`src/rtl/hcm_pkg.sv`:
```
`timescale 1ns / 1ps
`default_nettype none

package hcm_pkg;

  // Key matrix geometry.
  localparam int MAX_BLOCK  = 8;
  localparam int IDX_W      = 3;
  localparam int KEY_DEPTH  = MAX_BLOCK * MAX_BLOCK;
  localparam int KEY_ADDR_W = 2 * IDX_W;

  // Symbol and arithmetic widths.
  localparam int SYM_W  = 6;
  localparam int FILL_W = 4;
  localparam int CFG_W  = 4;
  localparam int PROD_W = 2 * SYM_W;
  localparam int ACC_W  = 15;
  localparam int Q_W    = 9;

  // Reduction mod 37 by reciprocal: q = (acc * RECIP_M) >> RECIP_SH is exact for acc < 2^15.
  localparam int RECIP_W  = 16;
  localparam logic [RECIP_W-1:0] RECIP_M = 16'd56680;
  localparam int RECIP_SH = 21;

  localparam logic [SYM_W-1:0] SYM_SPACE = 6'd36;

  // Word layout.
  localparam int IN_W  = 24;
  localparam int OUT_W = 8;

  // Opcodes.
  localparam logic [1:0] OP_KEY   = 2'd0;
  localparam logic [1:0] OP_CHAR  = 2'd1;
  localparam logic [1:0] OP_FLUSH = 2'd2;

  // Commands from the controller to the datapath.
  typedef struct packed {
    logic             key_we;
    logic             buf_we;
    logic [IDX_W-1:0] buf_idx;
    logic             acc_clr;
    logic             rd;
    logic [IDX_W-1:0] rd_row;
    logic [IDX_W-1:0] rd_col;
    logic             pad;
    logic             quo_en;
    logic             out_load;
    logic             out_last;
  } cmd_t;

endpackage

`default_nettype wire

```
`src/rtl/hcm_ram.sv`:
```
`timescale 1ns / 1ps
`default_nettype none

module hcm_ram #(
  parameter int WIDTH = 8,
  parameter int DEPTH = 64
) (
  input  wire logic                     clk,
  input  wire logic                     we,
  input  wire logic [$clog2(DEPTH)-1:0] waddr,
  input  wire logic [WIDTH-1:0]         wdata,
  input  wire logic [$clog2(DEPTH)-1:0] raddr,
  output logic      [WIDTH-1:0]         rdata
);

  logic [WIDTH-1:0] mem [DEPTH];

  always_ff @(posedge clk) begin
    if (we) begin
      mem[waddr] <= wdata;
    end
    rdata <= mem[raddr];
  end

endmodule

`default_nettype wire

```
`src/rtl/hcm_ctrl.sv`:
```
`timescale 1ns / 1ps
`default_nettype none

module hcm_ctrl (
  input  wire logic                      clk,
  input  wire logic                      rst_n,
  input  wire logic                      cfg_we,
  input  wire logic [hcm_pkg::CFG_W-1:0] cfg_wdata,
  input  wire logic                      in_tvalid,
  output logic                           in_tready,
  input  wire logic [1:0]                in_opcode,
  output logic                           out_tvalid,
  input  wire logic                      out_tready,
  output hcm_pkg::cmd_t                  cmd
);
  import hcm_pkg::*;

  localparam logic [2:0] S_IDLE  = 3'd0;
  localparam logic [2:0] S_MAC   = 3'd1;
  localparam logic [2:0] S_DRAIN = 3'd2;
  localparam logic [2:0] S_QUO   = 3'd3;
  localparam logic [2:0] S_OUT   = 3'd4;

  localparam logic [CFG_W-1:0]  MAX_N = CFG_W'(MAX_BLOCK);

  logic [2:0]        state_r, state_nxt;
  logic [CFG_W-1:0]  bsize_r, bsize_nxt;
  logic [FILL_W-1:0] fill_r, fill_nxt;
  logic [IDX_W-1:0]  row_r, row_nxt;
  logic [IDX_W-1:0]  col_r, col_nxt;
  logic              oval_r, oval_nxt;

  logic [FILL_W-1:0] n_eff;
  logic [FILL_W-1:0] n_m1;
  logic [FILL_W-1:0] pos;
  logic              out_free;
  logic              last_row;

  always_comb begin
    if (bsize_r == '0) begin
      n_eff = FILL_W'(1);
    end else if (bsize_r > MAX_N) begin
      n_eff = FILL_W'(MAX_BLOCK);
    end else begin
      n_eff = FILL_W'(bsize_r);
    end
  end

  assign n_m1     = n_eff - FILL_W'(1);
  assign pos      = (fill_r >= n_eff) ? n_m1 : fill_r;
  assign out_free = !oval_r || out_tready;
  assign last_row = {1'b0, row_r} == n_m1;

  assign in_tready  = state_r == S_IDLE;
  assign out_tvalid = oval_r;
  assign bsize_nxt  = cfg_we ? cfg_wdata : bsize_r;

  always_comb begin
    state_nxt = state_r;
    fill_nxt  = fill_r;
    row_nxt   = row_r;
    col_nxt   = col_r;
    cmd       = '0;
    cmd.rd_row = row_r;
    cmd.rd_col = col_r;
    cmd.buf_idx = pos[IDX_W-1:0];

    unique case (state_r)
      S_IDLE: begin
        if (in_tvalid) begin
          unique case (in_opcode)
            OP_KEY: begin
              cmd.key_we = 1'b1;
            end
            OP_CHAR: begin
              cmd.buf_we = 1'b1;
              fill_nxt   = pos + FILL_W'(1);
              if (pos == n_m1) begin
                row_nxt     = '0;
                col_nxt     = '0;
                cmd.acc_clr = 1'b1;
                state_nxt   = S_MAC;
              end
            end
            OP_FLUSH: begin
              if (fill_r != '0) begin
                row_nxt     = '0;
                col_nxt     = '0;
                cmd.acc_clr = 1'b1;
                state_nxt   = S_MAC;
              end
            end
            default: begin
            end
          endcase
        end
      end
      S_MAC: begin
        cmd.rd  = 1'b1;
        // Slots at or past the fill count are padding and read as space.
        cmd.pad = {1'b0, col_r} >= fill_r;
        if ({1'b0, col_r} == n_m1) begin
          state_nxt = S_DRAIN;
        end else begin
          col_nxt = col_r + IDX_W'(1);
        end
      end
      S_DRAIN: begin
        state_nxt = S_QUO;
      end
      S_QUO: begin
        cmd.quo_en = 1'b1;
        state_nxt  = S_OUT;
      end
      S_OUT: begin
        if (out_free) begin
          cmd.out_load = 1'b1;
          cmd.out_last = last_row;
          cmd.acc_clr  = 1'b1;
          if (last_row) begin
            fill_nxt  = '0;
            state_nxt = S_IDLE;
          end else begin
            row_nxt   = row_r + IDX_W'(1);
            col_nxt   = '0;
            state_nxt = S_MAC;
          end
        end
      end
      default: begin
        state_nxt = S_IDLE;
      end
    endcase
  end

  always_comb begin
    if (cmd.out_load) begin
      oval_nxt = 1'b1;
    end else if (out_tready) begin
      oval_nxt = 1'b0;
    end else begin
      oval_nxt = oval_r;
    end
  end

  always_ff @(posedge clk) begin
    if (!rst_n) begin
      state_r <= S_IDLE;
      bsize_r <= CFG_W'(1);
      fill_r  <= '0;
      row_r   <= '0;
      col_r   <= '0;
      oval_r  <= 1'b0;
    end else begin
      state_r <= state_nxt;
      bsize_r <= bsize_nxt;
      fill_r  <= fill_nxt;
      row_r   <= row_nxt;
      col_r   <= col_nxt;
      oval_r  <= oval_nxt;
    end
  end

endmodule

`default_nettype wire

```
`src/rtl/hcm_dp.sv`:
```
`timescale 1ns / 1ps
`default_nettype none

module hcm_dp (
  input  wire logic                     clk,
  input  wire logic                     rst_n,
  input  wire logic [hcm_pkg::IN_W-1:0] in_tdata,
  input  hcm_pkg::cmd_t                 cmd,
  output logic [hcm_pkg::OUT_W-1:0]     out_char,
  output logic                          out_last
);
  import hcm_pkg::*;

  localparam logic [7:0] CH_A     = 8'h41;
  localparam logic [7:0] CH_Z     = 8'h5A;
  localparam logic [7:0] CH_0     = 8'h30;
  localparam logic [7:0] CH_9     = 8'h39;
  localparam logic [7:0] CH_SPACE = 8'h20;
  localparam logic [SYM_W-1:0] SYM_DIGIT0 = 6'd26;
  localparam logic [SYM_W-1:0] SYM_LAST_LETTER = 6'd25;
  localparam logic [SYM_W-1:0] SYM_LAST_DIGIT  = 6'd35;
  localparam logic [Q_W:0]     ALPHA_MOD = 10'd37;

  function automatic logic [SYM_W-1:0] sym_of_char(input logic [7:0] c);
    logic [SYM_W-1:0] s;
    if (c >= CH_A && c <= CH_Z) begin
      s = SYM_W'(c - CH_A);
    end else if (c >= CH_0 && c <= CH_9) begin
      s = SYM_W'(c - CH_0) + SYM_DIGIT0;
    end else begin
      s = SYM_SPACE;
    end
    return s;
  endfunction

  function automatic logic [7:0] char_of_sym(input logic [SYM_W-1:0] s);
    logic [7:0] c;
    if (s <= SYM_LAST_LETTER) begin
      c = 8'(s) + CH_A;
    end else if (s <= SYM_LAST_DIGIT) begin
      c = 8'(s - SYM_DIGIT0) + CH_0;
    end else begin
      c = CH_SPACE;
    end
    return c;
  endfunction

  logic [1:0]        f_op;
  logic [IDX_W-1:0]  f_row;
  logic [IDX_W-1:0]  f_col;
  logic [SYM_W-1:0]  f_kval;
  logic [7:0]        f_char;

  assign f_op   = in_tdata[1:0];
  assign f_row  = in_tdata[4:2];
  assign f_col  = in_tdata[7:5];
  assign f_kval = in_tdata[13:8];
  assign f_char = in_tdata[21:14];

  logic [SYM_W-1:0]   buf_r [MAX_BLOCK];
  logic [SYM_W-1:0]   key_rd;
  logic [SYM_W-1:0]   sym_d_r;
  logic               rd_d_r;
  logic [ACC_W-1:0]   acc_r;
  logic [Q_W-1:0]     q_r;
  logic [PROD_W-1:0]  prod;
  logic [ACC_W+RECIP_W-1:0] q_full;
  logic [ACC_W:0]     qm;
  logic [ACC_W:0]     rem;
  logic [OUT_W-1:0]   char_r;
  logic               last_r;

  hcm_ram #(
    .WIDTH (SYM_W),
    .DEPTH (KEY_DEPTH)
  ) u_key_ram (
    .clk   (clk),
    .we    (cmd.key_we),
    .waddr ({f_row, f_col}),
    .wdata (f_kval),
    .raddr ({cmd.rd_row, cmd.rd_col}),
    .rdata (key_rd)
  );

  assign prod   = key_rd * sym_d_r;
  assign q_full = acc_r * RECIP_M;
  // q * 37 by shifts and adds.
  assign qm     = ((ACC_W+1)'(q_r) << 5) + ((ACC_W+1)'(q_r) << 2) + (ACC_W+1)'(q_r);
  assign rem    = {1'b0, acc_r} - qm;

  always_ff @(posedge clk) begin
    if (cmd.buf_we) begin
      buf_r[cmd.buf_idx] <= sym_of_char(f_char);
    end
    sym_d_r <= cmd.pad ? SYM_SPACE : buf_r[cmd.rd_col];
    if (cmd.acc_clr) begin
      acc_r <= '0;
    end else if (rd_d_r) begin
      acc_r <= acc_r + ACC_W'(prod);
    end
    if (cmd.quo_en) begin
      q_r <= q_full[RECIP_SH +: Q_W];
    end
    if (cmd.out_load) begin
      char_r <= char_of_sym(rem[SYM_W-1:0]);
      last_r <= cmd.out_last;
    end
  end

  always_ff @(posedge clk) begin
    if (!rst_n) begin
      rd_d_r <= 1'b0;
    end else begin
      rd_d_r <= cmd.rd;
    end
  end

  assign out_char = char_r;
  assign out_last = last_r;

  // Opcode bits are decoded in the controller; the modulus constant and the top word bits are unused here.
  logic unused_ok;
  assign unused_ok = ^{f_op, ALPHA_MOD, in_tdata[IN_W-1:22]};

endmodule

`default_nettype wire

```
`src/rtl/hill_cipher_mod37_stream.sv`:
```
`timescale 1ns / 1ps
`default_nettype none

// Channel   Dir  Ports                        Contents
// in        in   in_tvalid/in_tready/in_tdata  opcode, key entry or plaintext character
// out       out  out_tvalid/out_tready/...     cipher character, tlast on block end
// cfg       in   cfg_we/cfg_wdata              block_size register
//
// A key write or a character that does not complete a block leaves the controller idle.
// A block of n symbols is emitted one row at a time: multiply-accumulate
// through the key RAM read port over the row, then drain, reciprocal
// quotient, and remainder with output load to finish the row.
// The input is taken only while the controller is idle; a full output
// register stalls the row finish until the word is taken.
// Reset clears the controller and sets block_size to 1; key entries and
// buffered symbols are undefined until written.

module hill_cipher_mod37_stream (
  input  wire logic                      clk,
  input  wire logic                      rst_n,
  input  wire logic                      cfg_we,
  input  wire logic [hcm_pkg::CFG_W-1:0] cfg_wdata,     // block_size
  input  wire logic                      in_tvalid,
  output logic                           in_tready,
  // [1:0] opcode, [4:2] key_row, [7:5] key_col, [13:8] key_value,
  // [21:14] char_code, [23:22] zero
  input  wire logic [hcm_pkg::IN_W-1:0]  in_tdata,
  output logic                           out_tvalid,
  input  wire logic                      out_tready,
  output logic [hcm_pkg::OUT_W-1:0]      out_tdata,     // [7:0] cipher_char
  output logic                           out_tlast      // last
);
  import hcm_pkg::*;

  cmd_t cmd;

  hcm_ctrl u_ctrl (
    .clk        (clk),
    .rst_n      (rst_n),
    .cfg_we     (cfg_we),
    .cfg_wdata  (cfg_wdata),
    .in_tvalid  (in_tvalid),
    .in_tready  (in_tready),
    .in_opcode  (in_tdata[1:0]),
    .out_tvalid (out_tvalid),
    .out_tready (out_tready),
    .cmd        (cmd)
  );

  // The datapath holds the key RAM, the block buffer, the accumulator
  // and the output word register.
  hcm_dp u_dp (
    .clk      (clk),
    .rst_n    (rst_n),
    .in_tdata (in_tdata),
    .cmd      (cmd),
    .out_char (out_tdata),
    .out_last (out_tlast)
  );

endmodule

`default_nettype wire
```
`config.mk`:
```
export PLATFORM = sky130hd
export DESIGN_NAME = hill_cipher_mod37_stream
export DESIGN_NICKNAME = d
export VERILOG_FILES = /design/src/rtl/hcm_pkg.sv /design/src/rtl/hcm_ram.sv /design/src/rtl/hcm_ctrl.sv /design/src/rtl/hcm_dp.sv /design/src/rtl/hill_cipher_mod37_stream.sv
export SDC_FILE = /design/constraint.sdc
export NUM_CORES = 1
export LEC_CHECK = 0
export BUFFER_PORTS_ARGS = -buffer_cell sky130_fd_sc_hd__buf_4
export CAP_MARGIN = 40
export CORE_MARGIN = 2
export CORE_UTILIZATION = 50
export CTS_BUF_LIST = sky130_fd_sc_hd__clkbuf_4 sky130_fd_sc_hd__clkbuf_8
export DETAILED_ROUTE_END_ITERATION = 8
export PLACE_DENSITY = 0.74
export RECOVER_POWER = 100
export SLEW_MARGIN = 20
export SYNTH_ARGS = -nofsm -noshare
export SYNTH_HDL_FRONTEND = slang
export SYNTH_HIERARCHICAL = 1
export SYNTH_SLANG_ARGS = --single-unit
export TNS_END_PERCENT = 20
```
`constraint.sdc`:
```
create_clock -name clk -period 14.1 [get_ports clk]
set_input_delay 3.525 -clock clk [delete_from_list [all_inputs] [get_ports clk]]
set_output_delay 3.525 -clock clk [all_outputs]
set_load 0.03 [all_outputs]
```
==> impl_metrics.yaml <==
clock_network:
  clock_latency_ps: 630
  numCtsBuffers: 74
  root_buffer: "clkbuf_8"
  cts_tree: "yes"
  hold_buffers: 0
  clk_path_buf_depth: 3
  clock-sinks: 493
  cts-resized-gates: 0
  clkTransAtPathRegs_ps: 60
  post_cts_buffers: 0
  htreeDepth: 3
floorplanning:
  die_w_um: 230
  core_area_sq_um: 50400
  rows: 82
  die-height_um: 230
  io_pins: 44
  start_util_pct: 50.8
  dieArea_sq_um: 53100
global_routing:
  groute.usage.overall_pct: 19.9
  grt_max_degree: 65
  antenna_found_initial: 0
  grt_pass1_wl_mm: 81.9
  grt_pass1_vias: 15000
  grt-ovfl-total: 0
critical_path:
  startpoint_type: "flip-flop"
  arrival_ps: 7210
  end_kind: "flip-flop"
  slowest_stage: "clkbuf_1"
  crit_buf_inv: 3
  critical-path-top-delay-family: "buffers and inverters"
  required_ps: 14660
  max_stage_delay_ps: 2400
  worst-setup-path-type: "reg -> reg"
  cp_max_fo: 42
  path_cells: "clkbuf_1 -> clkbuf_1 -> buf_16 -> mux4_2 -> o22a_1 -> o221ai_1 -> nor3_1 -> o22a_1"
power_and_ir_drop:
  clkPwrFrac_pct: 17.5
  leakage_nw: 10.3
  p_seq_share_pct: 27.8
  p_sw_share_pct: 40.7
  vdd_drop_max_uv: 274
  p_int_mw: 3.78
  power_switching_mw: 2.59
  combinationalPowerShare_pct: 54.6
  power_density_nw_per_um2: 228
routing:
  drt_iter0_markers: 1188
  drtAntennaViolNets: 0
  drc_errors: 0
  dr.pass1.iters: 6
  wl_mm: 51.0
  post_drt_wl_per_cell_um: 20.1
  via_per_inst: 5.66
  via_count: 14400
status:
  status: "complete, but fails checks"
  violations: "capacitance limit, slew limit"
sta:
  fin_crit_sh_pct: 47.2
  maxSlewViolCount: 464
  timing.slew.headroom_pct: -117
  rsz0062_at_grt: "false"
  setup_viol: 0
  finalHoldViolations: 0
  tns_ps: 0
  post-route-min-period_ps: 6650
  fmax_mhz: 150
  fin_worst_skew_ps: 37.1
  worst_slew_pin_slew_ps: 3260
logic_synthesis:
  ys.flop_type: "edfxtp_1"
  ys_ff_latch: 493
  syn_area_per_cell_sq_um: 14.8
  synth_edf_count: 447
  synth_warnings: 6
  ys_seq_area_share_pct: 56.0
  synthArstFlopShare_pct: 0
  syn-num-nets: 2008
  synthCells: 1733
  ys_types: 83
  syn-cell-area_sq_um: 25600
cells_and_area:
  area_delta_synth_final_pct: 8.92
  drive_gt1_share_pct: 14.4
  nNetsFinal: 2085
  diodes: 0
  utilization_pct: 55.4
flow_run:
  drv_cap: 8
placed_design:
  dp_hpwl_mm: 34.3
  gp_congestion: 0.848
  portBuffers: 41
hold_path:
  hold_class: "reg -> reg"
[power by group through the flow]
stage	Sequential (mW)	Combinational (mW)	Clock, mW
3_3_place_gp	1.80	3.39	0
4_1_cts	1.77	3.56	1.14
2_1_floorplan	1.76	2.78	0
3_5_place_dp	1.80	3.52	0
5_1_grt	1.78	4.11	1.20
6_report	1.77	3.48	1.12
[layout make-up]
cell class                 count  area, sq um
fill                        3937        22500
clock buffer                 104         1260
tap                          672          841
multi-input combinational    947        10000
timing repair buffer          56          355
inverter                     238          893
sequential                   493        14300
clock inverter                27          161
[flip-flops by register name (all words and copies together), names as in the netlist, 3 cells and up]
signal                flops
u_ctrl/bsize_r            4
u_ctrl/col_r              3
u_ctrl/fill_r             4
u_ctrl/row_r              3
u_ctrl/state_r            3
u_dp/acc_r               15
u_dp/buf_r               48
u_dp/out_char             8
u_dp/q_r                  6
u_dp/sym_d_r              6
u_dp/u_key_ram/mem      384
u_dp/u_key_ram/rdata      6
[metal layers]
metal,GRT usage [%],wire (um),vias to the layer above
li1,-,-,6519
met3,3.96,3230,97
met4,5.95,1270,2
met2,33.0,25100,470
met5,0.643,26,-
met1,26.7,21400,7281
[cells by family after synthesis]
kind of cell | share of synthesized area (%)
flops | 56.0
simple gates | 5.83
buf+inv | 4.76
fa+ha+maj | 15.0
compound gates | 5.36
mux | 11.2
xor+xnor | 1.86
other cells | 0.0146
[per-stage QoR]
step / total power, mW / instances / hold WS [ps] / worst slack [ps] / cell area [sq um]
after global routing: 7.10 / 2537 / 529 / 6570 / 27900
final: 6.37 / 2537 / 490 / 7450 / 27900
after global placement: 5.19 / 2398 / 458 / 8060 / 26500
after detailed placement: 5.33 / 2405 / 473 / 7960 / 26600
after CTS: 6.47 / 2536 / 492 / 8500 / 28000
after floorplan: 4.54 / 1733 / 449 / 8930 / 25600
[worst reg2reg max path, stage by stage, from the launching register on]
cell      delay (ps)
dfxtp_1         1590
clkbuf_1        2410
clkbuf_1         850
buf_16           350
mux4_2           300
o22a_1           190
o221ai_1         160
nor3_1           530
o22a_1           220
[Yosys cell counts (4+ instances only)]
cell type  count  share of area, %
or3_1          6              0.15
o22ai_1       17              0.42
nand3_1       19              0.37
nor2b_1       16              0.39
nor3_1        24              0.47
a21oi_1       42              0.82
nand2_1       50              0.73
o21ai_1        9              0.18
mux2_2         9              0.40
o21a_1         7              0.21
and3_1         7              0.17
buf_2         15              0.29
fa_1         107               8.4
buf_6          6              0.26
a221oi_1       4              0.14
mux2i_1       37               1.4
ha_1         135               6.6
xor2_1        18              0.62
a211oi_1      12              0.35
o211ai_1       5              0.15
mux4_2        99               8.7
a21o_1        10              0.29
o221ai_1       9              0.31
inv_1        237               3.5
xnor2_1       23              0.79
o21ai_0       27              0.53
a41o_1         5              0.20
clkbuf_1      26              0.38
dfxtp_1       46               3.6
o31ai_1        5              0.15
edfxtp_1     447                52
and2_1        27              0.66
o21bai_1       5              0.15
o22a_1        10              0.34
nand2b_1      15              0.37
nor2_1       113               1.7
nand4_1        7              0.17
nand3b_1       4              0.12
mux4_1         6              0.62
[cells in the final DEF, fill, tap and decap left out, drive strengths merged, types with 5 or more instances in the layout]
cell    synthesis  layout
mux2i          38      38
xor2           19      19
a21o           10      10
dfxtp          46      46
mux2            9       9
nand2          50      50
inv           237     239
a41o            5       5
edfxtp        447     447
nand3          19      19
xnor2          25      25
and3            7       7
nor3           24      24
fa            107     107
or3             6       6
o22a           10      10
mux4          105     105
a211oi         13      13
o221ai         10      10
nand2b         15      15
o31ai           5       5
o22ai          17      17
clkinv          1      24
o211ai          6       6
a21oi          43      43
o21a            7       7
ha            135     135
nand4           7       7
nor2b          17      17
o21ai          37      37
and2           28      28
o21bai          5       5
buf            28      26
clkbuf         27     134
nor2          113     113
[final timing paths]
kind | start | depth (start not counted) | to | slack [ps]
setup reg to reg | u_ctrl/col_r[0]$_SDFFE_PN0P_ | 8 | u_dp/u_key_ram/rdata[1]$_DFF_P_ | 7450
hold reg to reg | u_ctrl/col_r[2]$_SDFFE_PN0P_ | 2 | u_ctrl/col_r[2]$_SDFFE_PN0P_ | 490
setup / recovery | u_ctrl/col_r[0]$_SDFFE_PN0P_ | 8 | u_dp/u_key_ram/rdata[1]$_DFF_P_ | 7450
hold / removal | u_ctrl/col_r[2]$_SDFFE_PN0P_ | 2 | u_ctrl/col_r[2]$_SDFFE_PN0P_ | 490
Power figures use the tool's default switching activity.
